<file path="src/design/uct_pkg.sv">
// ----------------------------------------------------------------------------
// uct_pkg
// Shared constants, codes and types of the identifier counter table.
// ----------------------------------------------------------------------------
package uct_pkg;

   // table geometry
   localparam int ENTRIES  = 64;
   localparam int IDX_W    = (ENTRIES > 1) ? $clog2(ENTRIES) : 1;
   localparam int LAST_IDX = ENTRIES - 1;

   // field widths
   localparam int ID_W    = 32;
   localparam int CNT_W   = 8;
   localparam int SLOT_W  = 8;
   localparam int CMD_W   = 3;
   localparam int STS_W   = 2;
   localparam int TDATA_W = 56;

   localparam logic [CNT_W-1:0] COUNT_MAX = 8'd255;

   typedef enum logic [CMD_W-1:0] {
      CMD_LOOKUP  = 3'd0,
      CMD_CREATE  = 3'd1,
      CMD_INCR    = 3'd2,
      CMD_WRITE   = 3'd3,
      CMD_READ    = 3'd4,
      CMD_CLR_CNT = 3'd5,
      CMD_CLR_ALL = 3'd6,
      CMD_NOP     = 3'd7
   } uct_cmd_type;

   typedef enum logic [STS_W-1:0] {
      STS_OK        = 2'd0,
      STS_NOT_FOUND = 2'd1,
      STS_FULL      = 2'd2,
      STS_RANGE     = 2'd3
   } uct_status_type;

   typedef enum logic [2:0] {
      S_INIT,
      S_IDLE,
      S_LOOKUP,
      S_CREATE,
      S_FETCH,
      S_CLR_CNT,
      S_DONE
   } uct_state_type;

   typedef struct packed {
      uct_cmd_type         cmd;
      logic [ID_W-1:0]     ident;
      logic [SLOT_W-1:0]   slot;
      logic [CNT_W-1:0]    count_value;
   } uct_req_type;

   typedef struct packed {
      uct_status_type      status;
      logic [SLOT_W-1:0]   result_slot;
      logic [ID_W-1:0]     entry_ident;
      logic [CNT_W-1:0]    entry_count;
      logic                entry_valid;
   } uct_rsp_type;

   typedef struct packed {
      logic                ident_we;
      logic                count_we;
      logic [IDX_W-1:0]    wr_addr;
      logic [ID_W-1:0]     ident_wdata;
      logic [CNT_W-1:0]    count_wdata;
      logic [IDX_W-1:0]    ident_raddr;
      logic [IDX_W-1:0]    count_raddr;
   } uct_mem_req_type;

endpackage

</file>
<file path="src/design/uct_ram.sv">
// ----------------------------------------------------------------------------
// uct_ram
// Simple dual-port synchronous RAM, one write and one registered read port.
// ----------------------------------------------------------------------------
module uct_ram #(
   parameter int WIDTH = 8,
   parameter int DEPTH = 64,
   parameter int AW    = 6
) (
   input  logic             clock,
   input  logic             wr_en,
   input  logic [AW-1:0]    wr_addr,
   input  logic [WIDTH-1:0] wr_data,
   input  logic [AW-1:0]    rd_addr,
   output logic [WIDTH-1:0] rd_data
);

   logic [WIDTH-1:0] mem [DEPTH];
   logic [WIDTH-1:0] rd_data_ff;

   // write port
   always_ff @(posedge clock) begin
      if (wr_en) begin
         mem[wr_addr] <= wr_data;
      end
   end

   // registered read port
   always_ff @(posedge clock) begin
      rd_data_ff <= mem[rd_addr];
   end

   assign rd_data = rd_data_ff;

endmodule

</file>
<file path="src/design/uct_ctrl.sv">
// ----------------------------------------------------------------------------
// uct_ctrl
// Command sequencer: valid bits, entry scans and read-modify-write of the
// identifier and counter memories.
// ----------------------------------------------------------------------------
module uct_ctrl (
   input  logic                     clock,
   input  logic                     reset,
   input  logic                     req_valid,
   input  uct_pkg::uct_req_type     req,
   output logic                     req_ready,
   output uct_pkg::uct_mem_req_type mem,
   input  logic [uct_pkg::ID_W-1:0]  ident_rdata,
   input  logic [uct_pkg::CNT_W-1:0] count_rdata,
   output logic                     res_valid,
   output uct_pkg::uct_rsp_type     res,
   input  logic                     res_ready
);
   import uct_pkg::*;

   uct_state_type      state_ff, state_in;
   uct_req_type        req_ff, req_in;
   uct_rsp_type        res_ff, res_in;
   logic [IDX_W-1:0]   scan_ff, scan_in;
   logic               chk_vld_ff, chk_vld_in;
   logic [IDX_W-1:0]   chk_idx_ff, chk_idx_in;
   logic [ENTRIES-1:0] valid_ff, valid_in;

   logic               slot_ok;
   logic [IDX_W-1:0]   slot_idx;
   logic [IDX_W-1:0]   held_idx;
   logic               scan_last;
   logic               chk_last;
   logic               chk_hit;
   logic               free_here;
   logic [CNT_W-1:0]   count_next;

   // helper terms
   assign slot_ok    = {1'b0, req.slot} < (SLOT_W + 1)'(ENTRIES);
   assign slot_idx   = req.slot[IDX_W-1:0];
   assign held_idx   = req_ff.slot[IDX_W-1:0];
   assign scan_last  = scan_ff == IDX_W'(LAST_IDX);
   assign chk_last   = chk_idx_ff == IDX_W'(LAST_IDX);
   assign chk_hit    = chk_vld_ff && valid_ff[chk_idx_ff] && (ident_rdata == req_ff.ident);
   assign free_here  = !valid_ff[scan_ff];
   assign count_next = (count_rdata == COUNT_MAX) ? COUNT_MAX : count_rdata + CNT_W'(1);

   // next state
   always_comb begin
      state_in = state_ff;
      case (state_ff)
         S_INIT: begin
            if (scan_last) state_in = S_IDLE;
         end
         S_IDLE: begin
            if (req_valid) begin
               case (req.cmd)
                  CMD_LOOKUP:  state_in = S_LOOKUP;
                  CMD_CREATE:  state_in = S_CREATE;
                  CMD_CLR_CNT: state_in = S_CLR_CNT;
                  CMD_INCR, CMD_READ: begin
                     state_in = slot_ok ? S_FETCH : S_DONE;
                  end
                  default:     state_in = S_DONE;
               endcase
            end
         end
         S_LOOKUP: begin
            if (chk_vld_ff && (chk_hit || chk_last)) state_in = S_DONE;
         end
         S_CREATE: begin
            if (free_here || scan_last) state_in = S_DONE;
         end
         S_FETCH:   state_in = S_DONE;
         S_CLR_CNT: begin
            if (scan_last) state_in = S_DONE;
         end
         S_DONE: begin
            if (res_ready) state_in = S_IDLE;
         end
         default:   state_in = S_IDLE;
      endcase
   end

   // outputs and datapath next values
   always_comb begin
      req_ready       = 1'b0;
      res_valid       = 1'b0;
      mem             = '0;
      mem.ident_raddr = (state_ff == S_LOOKUP) ? scan_ff : slot_idx;
      mem.count_raddr = slot_idx;
      req_in          = req_ff;
      res_in          = res_ff;
      scan_in         = scan_ff;
      chk_vld_in      = 1'b0;
      chk_idx_in      = chk_idx_ff;
      valid_in        = valid_ff;
      case (state_ff)
         S_INIT: begin
            // zero both memories after reset, one entry a cycle
            mem.ident_we = 1'b1;
            mem.count_we = 1'b1;
            mem.wr_addr  = scan_ff;
            scan_in      = scan_ff + IDX_W'(1);
         end
         S_IDLE: begin
            req_ready = 1'b1;
            if (req_valid) begin
               req_in  = req;
               scan_in = '0;
               res_in  = '0;
               case (req.cmd)
                  CMD_INCR, CMD_READ: begin
                     if (!slot_ok) res_in.status = STS_RANGE;
                  end
                  CMD_WRITE: begin
                     if (slot_ok) begin
                        mem.count_we    = 1'b1;
                        mem.wr_addr     = slot_idx;
                        mem.count_wdata = req.count_value;
                     end else begin
                        res_in.status = STS_RANGE;
                     end
                  end
                  CMD_CLR_ALL: valid_in = '0;
                  default: ;
               endcase
            end
         end
         S_LOOKUP: begin
            // read one entry a cycle, compare it the cycle after
            scan_in    = scan_ff + IDX_W'(1);
            chk_vld_in = 1'b1;
            chk_idx_in = scan_ff;
            if (chk_hit) begin
               res_in.result_slot = SLOT_W'(chk_idx_ff);
            end else if (chk_vld_ff && chk_last) begin
               res_in.status = STS_NOT_FOUND;
            end
         end
         S_CREATE: begin
            // first free slot takes the new entry
            scan_in = scan_ff + IDX_W'(1);
            if (free_here) begin
               mem.ident_we       = 1'b1;
               mem.count_we       = 1'b1;
               mem.wr_addr        = scan_ff;
               mem.ident_wdata    = req_ff.ident;
               valid_in[scan_ff]  = 1'b1;
               res_in.result_slot = SLOT_W'(scan_ff);
            end else if (scan_last) begin
               res_in.status = STS_FULL;
            end
         end
         S_FETCH: begin
            if (req_ff.cmd == CMD_INCR) begin
               mem.count_we       = 1'b1;
               mem.wr_addr        = held_idx;
               mem.count_wdata    = count_next;
               res_in.entry_count = count_next;
            end else begin
               res_in.entry_ident = ident_rdata;
               res_in.entry_count = count_rdata;
               res_in.entry_valid = valid_ff[held_idx];
            end
         end
         S_CLR_CNT: begin
            scan_in = scan_ff + IDX_W'(1);
            if (valid_ff[scan_ff]) begin
               mem.count_we = 1'b1;
               mem.wr_addr  = scan_ff;
            end
         end
         S_DONE: res_valid = 1'b1;
         default: ;
      endcase
   end

   // control registers
   always_ff @(posedge clock) begin
      if (reset) begin
         state_ff   <= S_INIT;
         scan_ff    <= '0;
         chk_vld_ff <= 1'b0;
         valid_ff   <= '0;
      end else begin
         state_ff   <= state_in;
         scan_ff    <= scan_in;
         chk_vld_ff <= chk_vld_in;
         valid_ff   <= valid_in;
      end
   end

   // payload registers
   always_ff @(posedge clock) begin
      req_ff     <= req_in;
      res_ff     <= res_in;
      chk_idx_ff <= chk_idx_in;
   end

   assign res = res_ff;

   // identifiers are only written by the reset sweep or by create
   a_ident_write: assert property (@(posedge clock) disable iff (reset)
      mem.ident_we |-> (state_ff == S_INIT || state_ff == S_CREATE))
      else $error("identifier written outside sweep or create");

   // a successful create marks its slot valid
   a_create_valid: assert property (@(posedge clock) disable iff (reset)
      (state_ff == S_CREATE && free_here) |=> valid_ff[$past(scan_ff)])
      else $error("created slot not marked valid");

   // a lookup hit always names a valid entry
   a_lookup_hit: assert property (@(posedge clock) disable iff (reset)
      (state_ff == S_DONE && req_ff.cmd == CMD_LOOKUP && res_ff.status == STS_OK)
      |-> valid_ff[res_ff.result_slot[IDX_W-1:0]])
      else $error("lookup hit on invalid entry");

   // no item is taken while a result is being handed over
   a_ready_done: assert property (@(posedge clock) disable iff (reset)
      req_ready |-> !res_valid)
      else $error("item accepted while result pending");

endmodule

</file>
<file path="src/design/uid_counter_table.sv">
// ----------------------------------------------------------------------------
// uid_counter_table
// Table of 64 entries (valid bit, 32-bit identifier, 8-bit counter) driven
// by a command stream, one result item per command item.
// ----------------------------------------------------------------------------
// Commands run one at a time. Lookup walks the identifier memory one entry per
// cycle through its single read port and stops early on a hit; create scans
// the valid bits for the first free slot; clear counts sweeps every entry;
// increment and read entry of an in-range slot wait in a fetch state for the
// registered memory read; write count, clear all and the unused code go
// straight to the result. The next item is accepted as soon as the result is
// in the output register. After reset the block zeroes both memories in one
// pass over all entries with req_tready low.
module uid_counter_table (
   input  logic        clock,
   input  logic        reset,
   // command item: command[2:0], ident[34:3], slot[42:35], count_value[50:43]
   input  logic        req_tvalid,
   output logic        req_tready,
   input  logic [55:0] req_tdata,
   // result item: status[1:0], result_slot[9:2], entry_ident[41:10],
   // entry_count[49:42], entry_valid[50]
   output logic        rsp_tvalid,
   input  logic        rsp_tready,
   output logic [55:0] rsp_tdata
);
   import uct_pkg::*;

   uct_req_type     req;
   uct_mem_req_type mem;
   uct_rsp_type     res;
   logic            res_valid;
   logic            res_ready;
   logic [ID_W-1:0]  ident_rdata;
   logic [CNT_W-1:0] count_rdata;

   logic            rsp_valid_ff;
   uct_rsp_type     rsp_data_ff;

   // unpack command item
   assign req.cmd         = uct_cmd_type'(req_tdata[2:0]);
   assign req.ident       = req_tdata[34:3];
   assign req.slot        = req_tdata[42:35];
   assign req.count_value = req_tdata[50:43];

   uct_ctrl u_ctrl (
      .clock       (clock),
      .reset       (reset),
      .req_valid   (req_tvalid),
      .req         (req),
      .req_ready   (req_tready),
      .mem         (mem),
      .ident_rdata (ident_rdata),
      .count_rdata (count_rdata),
      .res_valid   (res_valid),
      .res         (res),
      .res_ready   (res_ready)
   );

   uct_ram #(.WIDTH(ID_W), .DEPTH(ENTRIES), .AW(IDX_W)) u_ident_ram (
      .clock   (clock),
      .wr_en   (mem.ident_we),
      .wr_addr (mem.wr_addr),
      .wr_data (mem.ident_wdata),
      .rd_addr (mem.ident_raddr),
      .rd_data (ident_rdata)
   );

   uct_ram #(.WIDTH(CNT_W), .DEPTH(ENTRIES), .AW(IDX_W)) u_count_ram (
      .clock   (clock),
      .wr_en   (mem.count_we),
      .wr_addr (mem.wr_addr),
      .wr_data (mem.count_wdata),
      .rd_addr (mem.count_raddr),
      .rd_data (count_rdata)
   );

   // output register
   assign res_ready = !rsp_valid_ff || rsp_tready;

   always_ff @(posedge clock) begin
      if (reset) begin
         rsp_valid_ff <= 1'b0;
      end else if (res_valid && res_ready) begin
         rsp_valid_ff <= 1'b1;
      end else if (rsp_tready) begin
         rsp_valid_ff <= 1'b0;
      end
   end

   always_ff @(posedge clock) begin
      if (res_valid && res_ready) begin
         rsp_data_ff <= res;
      end
   end

   // pack result item
   assign rsp_tvalid = rsp_valid_ff;
   assign rsp_tdata  = {5'd0,
                        rsp_data_ff.entry_valid,
                        rsp_data_ff.entry_count,
                        rsp_data_ff.entry_ident,
                        rsp_data_ff.result_slot,
                        rsp_data_ff.status};

endmodule

</file>
<file path="config.mk">
export PLATFORM = sky130hd
export DESIGN_NAME = uid_counter_table
export DESIGN_NICKNAME = d
export VERILOG_FILES = /design/src/design/uct_pkg.sv /design/src/design/uct_ram.sv /design/src/design/uct_ctrl.sv /design/src/design/uid_counter_table.sv
export SDC_FILE = /design/constraint.sdc
export NUM_CORES = 2
export LEC_CHECK = 0
export ABC_AREA = 1
export BUFFER_PORTS_ARGS = -buffer_cell sky130_fd_sc_hd__clkbuf_2
export CAP_MARGIN = 10
export CORE_ASPECT_RATIO = 1.75
export CORE_UTILIZATION = 36
export CTS_CLUSTER_SIZE = 20
export DETAILED_ROUTE_END_ITERATION = 16
export SETUP_SLACK_MARGIN = 0.4
export SLEW_MARGIN = 20
export SYNTH_ARGS = -nofsm -noshare
export SYNTH_HDL_FRONTEND = slang
export SYNTH_HIERARCHICAL = 1
export SYNTH_SLANG_ARGS = --single-unit
</file>
<file path="constraint.sdc">
create_clock -name clock -period 6.4 [get_ports clock]
set_clock_uncertainty 0.1 [all_clocks]
set_input_delay 0.64 -clock clock [delete_from_list [all_inputs] [get_ports clock]]
set_output_delay 0.64 -clock clock [all_outputs]
set_load 0.1 [all_outputs]
</file>
==> flow_summary.yaml <==
cts:
  htreeDepth: 4
  cts_resized: 0
  cts_root_buffer: "clkbuf_16"
  clk_latency_ns: 0.91
  cts.sinks: 2822
  cts_tree: "done"
  clockBufferDepth: 4
  numCtsBuffers: 234
  cts_setup_buffers: 0
  clk_pin_slew_ns: 0.07
  cts_hold_buf: 40
grt:
  grt_start_max_net_pins: 183
  overflow: 0
  grt.total_usage_pct: 20.4
  grt_pass1_vias: 75200
  grt_antenna_before_repair: 5
  grt_pass1_wl_um: 491000
die:
  rows: 274
  design.core.area_um2: 318000
  die_x_um: 430
  io_pins: 118
  dieArea_um2: 323000
  start_util_pct: 36.2
  fp.dieH_um: 751
pwr:
  leakage_nw: 45.7
  peakVddDrop_uv: 218
  p_total_mw: 37.1
  power_density_nw_per_um2: 285
hold_path:
  hp-class: "in2reg"
detailed_routing:
  drcViolationCount: 0
  first_pass_iters: 6
  routed_wl_um: 339000
  vias_per_cell: 5.41
  post_drt_wl_per_cell_um: 23.6
  ant_nets: 0
  num_vias: 77500
  drtIter0Drc: 7593
job:
  max-cap-violations: 0
cells_and_area:
  area_growth_pct: 12.8
  final_common_cell: "nand2_1"
  final_cell_mix: "3241 x nand2_1, 2707 x edfxtp_1, 2413 x nand3_1"
  drive_gt1_share_pct: 8.86
  finalNonFillerCells: 14300
  fillCellCount: 29300
  nets: 10100
synth:
  post-synth-top-area-fraction_pct: 70.5
  synth_top_cell_by_area: "edfxtp_1"
  ys_async_sr_fraction_pct: 0
  muxShareOfSynthArea_pct: 0
  yosysWarningCount: 6
  synth_fa_ha_area_share_pct: 0.0217
  synthSimpleGateAreaFrac_pct: 22.5
  synth_top_family_by_area: "simple AND/OR/NAND/NOR gates"
  ys_seq_elements: 2822
  synth_area_um2: 115000
  synth_xor_area_share_pct: 0.0456
  synth_flop_cell: "edfxtp_1"
  synth_edf_count: 2707
  synth_cell_types: 41
  synth-compound-area-share_pct: 1.14
  ys_seq_area_share_pct: 72.5
  syn_inst: 9947
  syn_area_per_cell_um2: 11.6
  synth.area.top_cells: "edfxtp_1 71%, nand2_1 11%, nand3_1 10%"
place:
  place_hpwl_um: 194000
  gp_congestion: 0.923
  placed_cells: 13900
  io_buffers: 107
status:
  status: "complete, no violations"
sta:
  tightestPinTransition_ns: 1.49
  period_share_pct: 79.1
  min_period_ns: 5.06
  setup_viol: 0
  fmax_mhz: 198
  slew_violations: 0
  rsz0062_at_grt: "no"
  hold_viol: 0
  relSlewSlack_pct: 0.929
  setup_tns_ns: 0
worst_setup_path:
  critPathLaunchType: "flop"
  endpoint_kind: "flop"
  critical_path_arrival_ns: 5.72
  path_max_fanout: 173
  crit_required_ns: 7.06
  criticalPathCategory: "reg2reg"
==> synth_stat cells, types with 3 or more instances <==
| library cell | n |
|---|---|
| o22ai_1 | 6 |
| buf_8 | 9 |
| o31ai_1 | 7 |
| dfxtp_1 | 115 |
| a21oi_1 | 116 |
| edfxtp_1 | 2707 |
| nand4_1 | 96 |
| a31oi_1 | 3 |
| nand2_1 | 3242 |
| nor2_2 | 3 |
| buf_4 | 74 |
| buf_6 | 43 |
| nor3_2 | 6 |
| o21ai_1 | 4 |
| o211ai_1 | 14 |
| nand3_1 | 2413 |
| clkbuf_1 | 127 |
| nor4_1 | 17 |
| nor2_1 | 213 |
| inv_2 | 6 |
| nand2_2 | 3 |
| clkinv_1 | 3 |
| inv_1 | 203 |
| buf_2 | 336 |
| xor2_1 | 5 |
| nor3_1 | 16 |
| o21ai_0 | 89 |
| buf_1 | 53 |
==> cell families (layout without fill, tap and decap cells) <==
family | count (synthesis) | after routing
AND/OR/NAND/NOR | 6013 | 6013
flip-flops | 2822 | 2822
buffers and inverters | 857 | 1087
AO/OA/AOI/OAI | 245 | 245
XOR/XNOR | 6 | 6
adder cells (fa/ha/maj) | 2 | 2
other | 2 | 10
==> critical path, cell delays in order (launching register included) <==
cell     delay, ns
dfxtp_1       0.33
inv_1         0.09
nand2_1       0.09
nor2_1        0.17
buf_4         0.21
inv_1         0.26
buf_4         0.32
o21ai_4       0.59
inv_16        0.22
buf_4         0.62
nand2_1       0.09
nand3_1       0.07
nand3_1       0.12
nand3_1       0.10
nand3_1       0.12
nand2_1       0.39
nand2_1       0.34
nand2_1       0.09
==> per-stage QoR <==
stage          setup WS [ns]  util [%]  hold WS [ns]  cell area (um^2)
3_3_place_gp            1.45      38.3         0.301            122000
6_report                1.34      40.9        0.0951            130000
5_1_grt                 1.43      40.9        0.0446            130000
4_1_cts                 1.65      40.8        0.0106            130000
3_5_place_dp            1.73      38.3         0.305            122000
2_1_floorplan          0.979         -         0.300            116000
==> final cells by class <==
cell class | instances | area, um^2 | area share [%]
multi-input combinational | 6273 | 28400 | 21.8
clock buffer | 266 | 6000 | 4.61
clock inverter | 156 | 1780 | 1.36
sequential | 2822 | 83600 | 64.2
inverter | 215 | 852 | 0.655
antenna | 3 | 7.51 | 0.00577
timing repair buffer | 450 | 4340 | 3.33
tap | 4140 | 5180 | 3.98
==> worst paths after layout <==
| kind | start | endpoint | slack, ns | depth (start not counted) |
|---|---|---|---|---|
| setup / recovery | u_ctrl/state_ff[0] | u_ident_ram/rd_data[23] | 1.34 | 17 |
| hold / removal | req_tdata[37] | u_ctrl/held_idx[2] | 0.1 | 1 |
| setup reg to reg | u_ctrl/state_ff[0] | u_ident_ram/rd_data[23] | 1.34 | 17 |
| hold reg to reg | u_ctrl/res[4] | rsp_tdata[45] | 0.32 | 0 |
==> registers in the layout, indices dropped and copies added, names as in the netlist <==
register             flops
u_ident_ram/mem       2048
u_count_ram/mem        512
u_ctrl/valid_ff         64
rsp_tdata               51
u_ctrl/res              49
u_ctrl/req_ff           35
u_ident_ram/rd_data     32
u_count_ram/rd_data      8
u_ctrl/chk_idx_ff        6
u_ctrl/held_idx          6
u_ctrl/scan_ff           6
u_ctrl/state_ff          3
rsp_tvalid               1
u_ctrl/chk_vld_ff        1
==> where the power goes <==
| part | switching [mW] | internal [mW] | total (mW) |
|---|---|---|---|
| logic | 1.57 | 0.549 | 2.12 |
| registers | 0.0603 | 20.0 | 20.1 |
| clock network | 6.61 | 8.22 | 14.8 |
==> routing by layer <==
metal / part of all wire [%] / global-route usage (%) / routed length, um / vias to the layer above
met2: 51 / 36.7 / 172000 / 3209
met3: 5.6 / 1.83 / 19000 / 872
met5: 0 / 0 / 0 / -
met1: 36 / 22.8 / 121000 / 38400
li1: - / - / - / 35100
met4: 7.8 / 14.2 / 26500 / 0
Note: power is estimated with default switching activity, not from simulation.
